File: src/dhcpslr_pkg.sv
// Package for the single-lease DHCP responder: sizes, register indexes,
// reply constants and option codes. No dependencies.
package dhcpslr_pkg;

    localparam int OPTION_WINDOW = 64;

    localparam int HDR_LEN  = 240;
    localparam int POS_MAX  = HDR_LEN + OPTION_WINDOW;
    localparam int POS_W    = $clog2(POS_MAX + 1);

    localparam int CFG_IDX_W = 8;
    localparam logic [CFG_IDX_W-1:0] REG_SERVER_ADDR = 8'd0;
    localparam logic [CFG_IDX_W-1:0] REG_CLIENT_ADDR = 8'd1;
    localparam logic [CFG_IDX_W-1:0] REG_SUBNET_MASK = 8'd2;
    localparam logic [CFG_IDX_W-1:0] REG_LEASE_SECS  = 8'd3;

    localparam logic [31:0] RST_SERVER_ADDR = 32'hC0A8_0701;
    localparam logic [31:0] RST_CLIENT_ADDR = 32'hC0A8_0702;
    localparam logic [31:0] RST_SUBNET_MASK = 32'hFFFF_FF00;
    localparam logic [31:0] RST_LEASE_SECS  = 32'd86400;

    localparam logic [31:0] MAGIC_COOKIE = 32'h6382_5363;

    localparam logic [7:0] OP_BOOTREQUEST = 8'd1;
    localparam logic [7:0] OP_BOOTREPLY   = 8'd2;
    localparam logic [7:0] HTYPE_ETHER    = 8'd1;
    localparam logic [7:0] HLEN_ETHER     = 8'd6;

    localparam logic [7:0] OPT_PAD         = 8'd0;
    localparam logic [7:0] OPT_SUBNET_MASK = 8'd1;
    localparam logic [7:0] OPT_LEASE_TIME  = 8'd51;
    localparam logic [7:0] OPT_MSG_TYPE    = 8'd53;
    localparam logic [7:0] OPT_SERVER_ID   = 8'd54;
    localparam logic [7:0] OPT_END         = 8'd255;
    localparam logic [7:0] OPT_LEN4        = 8'd4;
    localparam logic [7:0] OPT_LEN1        = 8'd1;

    localparam logic [7:0] MSG_DISCOVER = 8'd1;
    localparam logic [7:0] MSG_OFFER    = 8'd2;
    localparam logic [7:0] MSG_REQUEST  = 8'd3;
    localparam logic [7:0] MSG_ACK      = 8'd5;

    localparam int REPLY_WORDS = 33;
    localparam int EMIT_W      = 6;
    localparam logic [EMIT_W-1:0] LAST_WORD_IDX = EMIT_W'(REPLY_WORDS - 1);
    localparam logic [3:0] VB_FULL = 4'd8;
    localparam logic [3:0] VB_LAST = 4'd6;

endpackage

File: src/dhcp_single_lease_responder_core.sv
// DHCP single-lease responder, top level: header capture, option walk,
// client hardware address store and reply sequencer. Uses dhcpslr_pkg.
//
// Request bytes are taken one per clock cycle. When the last byte of a
// valid DISCOVER or REQUEST is taken, the 33-word OFFER or ACK is loaded
// into the output register one word per cycle while the output is not
// stalled; the input stays stalled until the final word is loaded, and the next
// request may start in the cycle after that word is loaded. Requests
// that draw no reply cost nothing extra. The client hardware address sits
// in a 4-entry, 64-bit synchronous store laid out as reply words 3 to 5,
// read with the next word index, so each entry is ready for the word that needs it.
module dhcp_single_lease_responder_core (
    input  logic                                i_clk,
    input  logic                                i_rst_n,
    input  logic                                i_in_valid,
    output logic                                o_in_stall,
    input  logic [7:0]                          i_payload_byte,
    input  logic                                i_end_of_packet,
    output logic                                o_out_valid,
    input  logic                                i_out_stall,
    output logic [63:0]                         o_reply_word,
    output logic [3:0]                          o_valid_bytes,
    output logic                                o_last_word,
    input  logic                                i_cfg_valid,
    output logic                                o_cfg_ready,
    input  logic [dhcpslr_pkg::CFG_IDX_W-1:0]   i_cfg_index,
    input  logic [31:0]                         i_cfg_data
);
    import dhcpslr_pkg::*;

    typedef enum logic [1:0] {
        PH_CODE,
        PH_LEN,
        PH_VAL53,
        PH_SKIP
    } t_opt_phase;

    logic [31:0]       r_server, r_client, r_mask, r_lease;
    logic [POS_W-1:0]  r_pos, n_pos;
    logic              r_hdr_ok, n_hdr_ok;
    logic [31:0]       r_xid;
    logic [15:0]       r_flags;
    logic [7:0]        r_req_type, n_req_type;
    t_opt_phase        r_phase, n_phase;
    logic [7:0]        r_skip, n_skip;
    logic              r_done, n_done;
    logic [63:0]       r_hw_sr, n_hw_sr;
    logic [7:0]        r_reply_type;
    logic              r_emit_active;
    logic [EMIT_W-1:0] r_emit_idx;
    logic              r_out_valid;
    logic [63:0]       r_out_word;
    logic [3:0]        r_out_vb;
    logic              r_out_last;

    logic [63:0]       hw_mem [4];
    logic [63:0]       r_hw_rd;
    logic              mem_we;
    logic [1:0]        mem_waddr;
    logic [63:0]       mem_wdata;
    logic [EMIT_W-1:0] n_emit_idx;

    logic              in_acc, in_opt, start_emit, load_out;
    logic [7:0]        b;
    logic [7:0]        cookie_byte;
    logic [63:0]       word;

    assign b           = i_payload_byte;
    assign in_acc      = i_in_valid && !o_in_stall;
    assign o_in_stall  = r_emit_active;
    assign o_cfg_ready = 1'b1;
    assign in_opt      = (r_pos >= POS_W'(HDR_LEN)) && (r_pos < POS_W'(POS_MAX));
    assign load_out    = r_emit_active && (!r_out_valid || !i_out_stall);

    always_comb begin
        case (r_pos[1:0])
            2'd0:    cookie_byte = MAGIC_COOKIE[31:24];
            2'd1:    cookie_byte = MAGIC_COOKIE[23:16];
            2'd2:    cookie_byte = MAGIC_COOKIE[15:8];
            default: cookie_byte = MAGIC_COOKIE[7:0];
        endcase
    end

    // option walk
    always_comb begin
        n_phase    = r_phase;
        n_skip     = r_skip;
        n_req_type = r_req_type;
        n_done     = r_done;
        if (in_opt && !r_done) begin
            case (r_phase)
                PH_CODE: begin
                    if (b == OPT_END) begin
                        n_done = 1'b1;
                    end else if (b != OPT_PAD) begin
                        n_phase = PH_LEN;
                        n_skip  = {7'd0, b == OPT_MSG_TYPE};
                    end
                end
                PH_LEN: begin
                    n_skip = b;
                    if (r_skip == 8'd1) begin
                        n_phase = PH_VAL53;
                    end else begin
                        n_phase = (b == 8'd0) ? PH_CODE : PH_SKIP;
                    end
                end
                PH_VAL53: begin
                    n_req_type = b;
                    if (r_skip == 8'd0) begin
                        n_phase = PH_CODE;
                        if (b == OPT_END) begin
                            n_done = 1'b1;
                        end else if (b != OPT_PAD) begin
                            n_phase = PH_LEN;
                            n_skip  = {7'd0, b == OPT_MSG_TYPE};
                        end
                    end else begin
                        n_skip  = r_skip - 8'd1;
                        n_phase = (r_skip == 8'd1) ? PH_CODE : PH_SKIP;
                    end
                end
                default: begin
                    n_skip = r_skip - 8'd1;
                    if (r_skip == 8'd1) begin
                        n_phase = PH_CODE;
                    end
                end
            endcase
        end
    end

    always_comb begin
        n_hdr_ok = r_hdr_ok;
        if (r_pos == POS_W'(0) && b != OP_BOOTREQUEST) begin
            n_hdr_ok = 1'b0;
        end
        if (r_pos >= POS_W'(236) && r_pos < POS_W'(HDR_LEN) && b != cookie_byte) begin
            n_hdr_ok = 1'b0;
        end
        n_pos = (r_pos < POS_W'(POS_MAX)) ? r_pos + POS_W'(1) : r_pos;
        n_hw_sr = {r_hw_sr[55:0], b};
        start_emit = i_end_of_packet && (r_pos >= POS_W'(HDR_LEN - 1)) && n_hdr_ok &&
                     (n_req_type == MSG_DISCOVER || n_req_type == MSG_REQUEST);
    end

    // chaddr store, entries laid out as reply words 3..5 at address idx[1:0]
    always_comb begin
        mem_we    = 1'b0;
        mem_waddr = 2'd3;
        mem_wdata = {32'h0, n_hw_sr[31:0]};
        if (in_acc) begin
            if (r_pos == POS_W'(31)) begin
                mem_we = 1'b1;
            end else if (r_pos == POS_W'(39)) begin
                mem_we    = 1'b1;
                mem_waddr = 2'd0;
                mem_wdata = n_hw_sr;
            end else if (r_pos == POS_W'(43)) begin
                mem_we    = 1'b1;
                mem_waddr = 2'd1;
                mem_wdata = {n_hw_sr[31:0], 32'h0};
            end
        end
    end

    always_comb begin
        if (in_acc && start_emit) begin
            n_emit_idx = '0;
        end else if (load_out) begin
            n_emit_idx = r_emit_idx + EMIT_W'(1);
        end else begin
            n_emit_idx = r_emit_idx;
        end
    end

    always_ff @(posedge i_clk) begin
        if (mem_we) begin
            hw_mem[mem_waddr] <= mem_wdata;
        end
        r_hw_rd <= hw_mem[n_emit_idx[1:0]];
    end

    always_comb begin
        case (r_emit_idx)
            6'd0:  word = {OP_BOOTREPLY, HTYPE_ETHER, HLEN_ETHER, 8'h00, r_xid};
            6'd1:  word = {16'h0, r_flags, 32'h0};
            6'd2:  word = {r_client, 32'h0};
            6'd3, 6'd4, 6'd5: word = r_hw_rd;
            6'd29: word = {32'h0, MAGIC_COOKIE};
            6'd30: word = {OPT_MSG_TYPE, OPT_LEN1, r_reply_type, OPT_SERVER_ID,
                           OPT_LEN4, r_server[31:8]};
            6'd31: word = {r_server[7:0], OPT_LEASE_TIME, OPT_LEN4, r_lease,
                           OPT_SUBNET_MASK};
            6'd32: word = {OPT_LEN4, r_mask, OPT_END, 16'h0};
            default: word = 64'h0;
        endcase
    end

    always_ff @(posedge i_clk) begin
        if (!i_rst_n) begin
            r_server      <= RST_SERVER_ADDR;
            r_client      <= RST_CLIENT_ADDR;
            r_mask        <= RST_SUBNET_MASK;
            r_lease       <= RST_LEASE_SECS;
            r_pos         <= '0;
            r_hdr_ok      <= 1'b1;
            r_xid         <= '0;
            r_flags       <= '0;
            r_req_type    <= '0;
            r_phase       <= PH_CODE;
            r_skip        <= '0;
            r_done        <= 1'b0;
            r_emit_active <= 1'b0;
            r_emit_idx    <= '0;
            r_out_valid   <= 1'b0;
        end else begin
            if (i_cfg_valid && o_cfg_ready) begin
                case (i_cfg_index)
                    REG_SERVER_ADDR: r_server <= i_cfg_data;
                    REG_CLIENT_ADDR: r_client <= i_cfg_data;
                    REG_SUBNET_MASK: r_mask   <= i_cfg_data;
                    REG_LEASE_SECS:  r_lease  <= i_cfg_data;
                    default: ;
                endcase
            end
            if (in_acc) begin
                if (r_pos >= POS_W'(4) && r_pos < POS_W'(8)) begin
                    r_xid <= {r_xid[23:0], b};
                end
                if (r_pos >= POS_W'(10) && r_pos < POS_W'(12)) begin
                    r_flags <= {r_flags[7:0], b};
                end
                if (i_end_of_packet) begin
                    r_pos      <= '0;
                    r_hdr_ok   <= 1'b1;
                    r_req_type <= '0;
                    r_phase    <= PH_CODE;
                    r_skip     <= '0;
                    r_done     <= 1'b0;
                    if (start_emit) begin
                        r_emit_active <= 1'b1;
                        r_reply_type  <= (n_req_type == MSG_DISCOVER) ? MSG_OFFER : MSG_ACK;
                    end
                end else begin
                    r_pos      <= n_pos;
                    r_hdr_ok   <= n_hdr_ok;
                    r_req_type <= n_req_type;
                    r_phase    <= n_phase;
                    r_skip     <= n_skip;
                    r_done     <= n_done;
                end
            end
            r_emit_idx <= n_emit_idx;
            if (load_out) begin
                r_out_valid <= 1'b1;
                r_out_word  <= word;
                r_out_vb    <= (r_emit_idx == LAST_WORD_IDX) ? VB_LAST : VB_FULL;
                r_out_last  <= (r_emit_idx == LAST_WORD_IDX);
                if (r_emit_idx == LAST_WORD_IDX) begin
                    r_emit_active <= 1'b0;
                end
            end else if (!i_out_stall) begin
                r_out_valid <= 1'b0;
            end
        end
    end

    always_ff @(posedge i_clk) begin
        if (in_acc && r_pos >= POS_W'(28) && r_pos < POS_W'(44)) begin
            r_hw_sr <= n_hw_sr;
        end
    end

    assign o_out_valid   = r_out_valid;
    assign o_reply_word  = r_out_word;
    assign o_valid_bytes = r_out_vb;
    assign o_last_word   = r_out_last;

    a_emit_ends: assert property (@(posedge i_clk) disable iff (!i_rst_n)
        (load_out && r_emit_idx == LAST_WORD_IDX) |=> !r_emit_active)
        else $error("reply sequencer ran past last word");

    a_emit_range: assert property (@(posedge i_clk) disable iff (!i_rst_n)
        r_emit_active |-> (r_emit_idx <= LAST_WORD_IDX))
        else $error("reply word index out of range");

    a_hold_word: assert property (@(posedge i_clk) disable iff (!i_rst_n)
        (r_out_valid && i_out_stall) |=> (r_out_valid && $stable(r_out_word)))
        else $error("stalled reply word changed");

    a_pos_sat: assert property (@(posedge i_clk) disable iff (!i_rst_n)
        r_pos <= POS_W'(POS_MAX))
        else $error("byte position beyond saturation");

    a_first_word: assert property (@(posedge i_clk) disable iff (!i_rst_n)
        (in_acc && start_emit) |=> (r_emit_active && r_emit_idx == '0))
        else $error("reply did not start at word zero");

endmodule
File: config.mk
export PLATFORM = sky130hd
export DESIGN_NAME = dhcp_single_lease_responder_core
export DESIGN_NICKNAME = d
export VERILOG_FILES = /design/src/dhcpslr_pkg.sv /design/src/dhcp_single_lease_responder_core.sv
export SDC_FILE = /design/constraint.sdc
export NUM_CORES = 1
export LEC_CHECK = 0
export BUFFER_PORTS_ARGS = -buffer_cell sky130_fd_sc_hd__clkbuf_2
export CORE_MARGIN = 2
export CORE_UTILIZATION = 35
export DETAILED_ROUTE_END_ITERATION = 16
export HOLD_SLACK_MARGIN = 0.1
export PLACE_DENSITY = 0.55
export REMOVE_ABC_BUFFERS = 1
export SLEW_MARGIN = 15
export SYNTH_ARGS = -nofsm -noshare
export SYNTH_HDL_FRONTEND = slang
export SYNTH_SLANG_ARGS = --single-unit
export TNS_END_PERCENT = 10
File: constraint.sdc
create_clock -name i_clk -period 12.3 [get_ports i_clk]
set_input_delay 0.615 -clock i_clk [delete_from_list [all_inputs] [get_ports i_clk]]
set_output_delay 0.615 -clock i_clk [all_outputs]
set_load 0.005 [all_outputs]
==> results.sh <==
export IMPL_outcome="complete, no violations"
export IMPL_grt_pass1_wl_um=108000
export IMPL_mostFrequentLayoutCell="nand2_1"
export IMPL_r2r_start="o_in_stall$_SDFF_PN0_"
export IMPL_syn_avg_cell_area_um2=12.3
export IMPL_cts_resized=0
export IMPL_drv_cap=0
export IMPL_hold_class="primary input to flip-flop"
export IMPL_grt_start_max_net_pins=87
export IMPL_cp_required_ns=12.59
export IMPL_final_cell_mix="nand2_1, edfxtp_1, dfxtp_1"
export IMPL_ys_seq_area_share_pct=66.6
export IMPL_critPathLaunchType="flip-flop"
export IMPL_num_rows=98
export IMPL_utilization_pct=41.0
export IMPL_syn_inst=2071
export IMPL_rsz0062_at_grt="no"
export IMPL_async_flop_share_pct=0
export IMPL_post_cts_setup_buffers=0
export IMPL_drv_slew=0
export IMPL_clkTransAtPathRegs_ns=0.06
export IMPL_power_density_nw_per_um2=153
export IMPL_fin_skew_ns=0.0429
export IMPL_dp_slack_ns=8.28
export IMPL_drive_gt1_share_pct=18.3
export IMPL_wire_per_inst_um=22.5
export IMPL_drtIter0Drc=1662
export IMPL_synth_top_cell_by_area="edfxtp_1"
export IMPL_synth_top_cells_by_area="edfxtp_1, dfxtp_1, nand2_1, a2bb2oi_2, a21oi_1"
export IMPL_viasPerCell=5.37
export IMPL_p_leak_nw=10.4
export IMPL_synth_cell_area_um2=25500
export IMPL_yosys_register_bits=657
export IMPL_io_pins=126
export IMPL_wl_um=72000
export IMPL_grt_pass1_vias=17200
export IMPL_cp_end_kind="flip-flop"
export IMPL_setup_violations=0
export IMPL_crit_arrival_ns=3.93
export IMPL_ff2ff_path_depth=6
export IMPL_cts_buffers=70
export IMPL_grt_ovfl_total=0
export IMPL_synth_main_ff_cell="edfxtp_1"
export IMPL_dr_pass1_iters=9
export IMPL_cts_root_buf="clkbuf_16"
export IMPL_layout_min_cycle_time_ns=3.65
export IMPL_track_usage_pct=19.1
export IMPL_max_freq_mhz=274
export IMPL_synth_edff_count=380
export IMPL_cts_tree="done"
export IMPL_dp_final_hpwl_um=41100
export IMPL_die_x_um=274
export IMPL_timing_final_crit_share_pct=29.7
export IMPL_vias=17200
export IMPL_grt_antenna_before_repair=1
export IMPL_hold_viol=0
export IMPL_crit_family="buffers and inverters"
export IMPL_min_from="i_cfg_data[30]"
export IMPL_drc=0
export IMPL_slowest_delay_ns=0.94
export IMPL_crit_fanout=86
export IMPL_die_h_um=274
export IMPL_crit_chain="nor2b_1 -> nand3_1 -> nor4_2 -> buf_4 -> buf_4 -> nor2b_1"
export IMPL_gp_congestion=0.815
export IMPL_min_delay_path_depth=3
export IMPL_clock_latency_ns=0.62
export IMPL_worst_path_buf_inv=2
export IMPL_antenna_cells=0
export IMPL_ys_warn_count=0
export IMPL_synthToLayoutAreaGrowth_pct=15.3
export IMPL_ys_types=74
export IMPL_worst_pin_slew_ns=1.24
export IMPL_r2r_end="hw_mem[3][23]$_DFFE_PP_"
export IMPL_cpMaxStageDelayCell="buf_4"
export IMPL_start_util_pct=35.5
export IMPL_cts_max_level=3
export IMPL_regToRegSetupSlack_ns=8.65
export IMPL_numPortBuffers=123
export IMPL_yosysTopAreaCellShare_pct=44.8
export IMPL_die_area_um2=75000
export IMPL_clock_path_buffers=3
export IMPL_ir_worst_vdd_mv=0.0949
export IMPL_worst_hold_slack_ns=0.274
export IMPL_cts_hold_buf=0
export IMPL_holdPathEnd="r_server[30]$_SDFFE_PN1P_"
export IMPL_clock_sinks=657
export IMPL_final_nets=2268
export IMPL_detail_route_antenna_nets=0
export IMPL_core_area_um2=71700
export IMPL_slew_headroom_pct=17.2
export IMPL_finalWorstSetupSlack_ns=8.65
export IMPL_critical_path_class="flip-flop to flip-flop"
export IMPL_fill_cells=6699
## cells by family after synthesis
kind of cell,Yosys count,synth area share [%]
XOR/XNOR,12,0.413
flip-flops,657,66.6
AO/OA/AOI/OAI,455,14.1
buffers and inverters,185,3.37
multiplexers,82,3.56
adder cells (fa/ha/maj),10,0.491
AND/OR/NAND/NOR,668,11.5
other,2,0.0295
## worst max path at each step
| stage | from | to | slack [ns] | cells past startpoint |
|---|---|---|---|---|
| after floorplan | i_in_valid | hw_mem[0][0]$_DFFE_PP_ | -0.67 | 4 |
| after global placement | i_in_valid | hw_mem[0][14]$_DFFE_PP_ | 8.38 | 7 |
| after detailed placement | i_in_valid | hw_mem[2][30]$_DFFE_PP_ | 8.28 | 7 |
| after CTS | o_in_stall$_SDFF_PN0_ | hw_mem[1][6]$_DFFE_PP_ | 8.62 | 6 |
| after global routing | o_in_stall$_SDFF_PN0_ | hw_mem[0][30]$_DFFE_PP_ | 8.35 | 6 |
| final | o_in_stall$_SDFF_PN0_ | hw_mem[3][23]$_DFFE_PP_ | 8.65 | 6 |
## metal layers
layer | part of all wire, % | track usage [%] | up-vias | wire [µm]
met2 | 46 | 30.7 | 681 | 33100
met3 | 7.9 | 3.89 | 124 | 5690
met4 | 3.0 | 6.99 | 0 | 2150
met5 | 0 | 0 | - | 0
li1 | - | - | 7813 | -
met1 | 43 | 25.4 | 8610 | 31100
## worst min-delay path, stage by stage
cell and delay, ns:
clkbuf_2 0.11, nand2_1 0.05, nand3_1 0.07
## synth_stat cells (all sizes together), types with 5 or more instances
master and count:
inv 25, a222oi 47, nand2 427, xnor2 5, nor2b 34, a21oi 146
o22ai 67, nand3 68, nand4 7, buf 36, nand2b 6, dfxtp 277
and2 10, nor2 68, a22oi 21, a221oi 17, o211ai 5, clkbuf 123
mux2i 17, o21ai 24, xor2 7, edfxtp 380, nor3 14, mux2 65
nor4 7, ha 10, a2bb2oi 65, a22o 33, or3 5
## power breakdown
part,total [W],switching (W),internal [W]
registers,0.00232,0.00000401,0.00232
clock network,0.00210,0.000872,0.00123
logic,0.0000715,0.0000506,0.0000209
total,0.00449,0.000926,0.00357
## cell type report
cell class	count	area, µm²	share of cell area [%]
timing repair buffer	156	863	2.94
sequential	657	17000	57.7
inverter	26	100	0.341
tap	950	1190	4.05
multi-input combinational	1293	8000	27.2
clock inverter	34	360	1.23
clock buffer	93	1920	6.53
## through the flow
stage,instances,power [W],cell area [µm²],TNS [ns]
after floorplan,1976,0.00240,25000,-173.04
after global placement,3082,0.00244,27100,0
after detailed placement,3082,0.00244,27100,0
after CTS,3209,0.00454,29400,0
after global routing,3209,0.00463,29400,0
final,3209,0.00449,29400,0
## flip-flops by register name (all words and copies together) (netlist names)
| signal | cells |
|---|---|
| r_req_type | 8 |
| r_hw_sr | 56 |
| hw_mem | 256 |
| r_server | 32 |
| r_xid | 32 |
| r_phase | 2 |
| r_mask | 32 |
| o_out_valid | 1 |
| r_pos | 9 |
| r_reply_type | 2 |
| o_in_stall | 1 |
| r_hdr_ok | 1 |
| r_done | 1 |
| r_emit_idx | 6 |
| o_reply_word | 64 |
| r_flags | 16 |
| r_client | 32 |
| r_lease | 32 |
| r_skip | 8 |
| r_hw_rd | 64 |
| o_valid_bytes | 2 |
No activity file was read; power rests on OpenSTA's default activity.
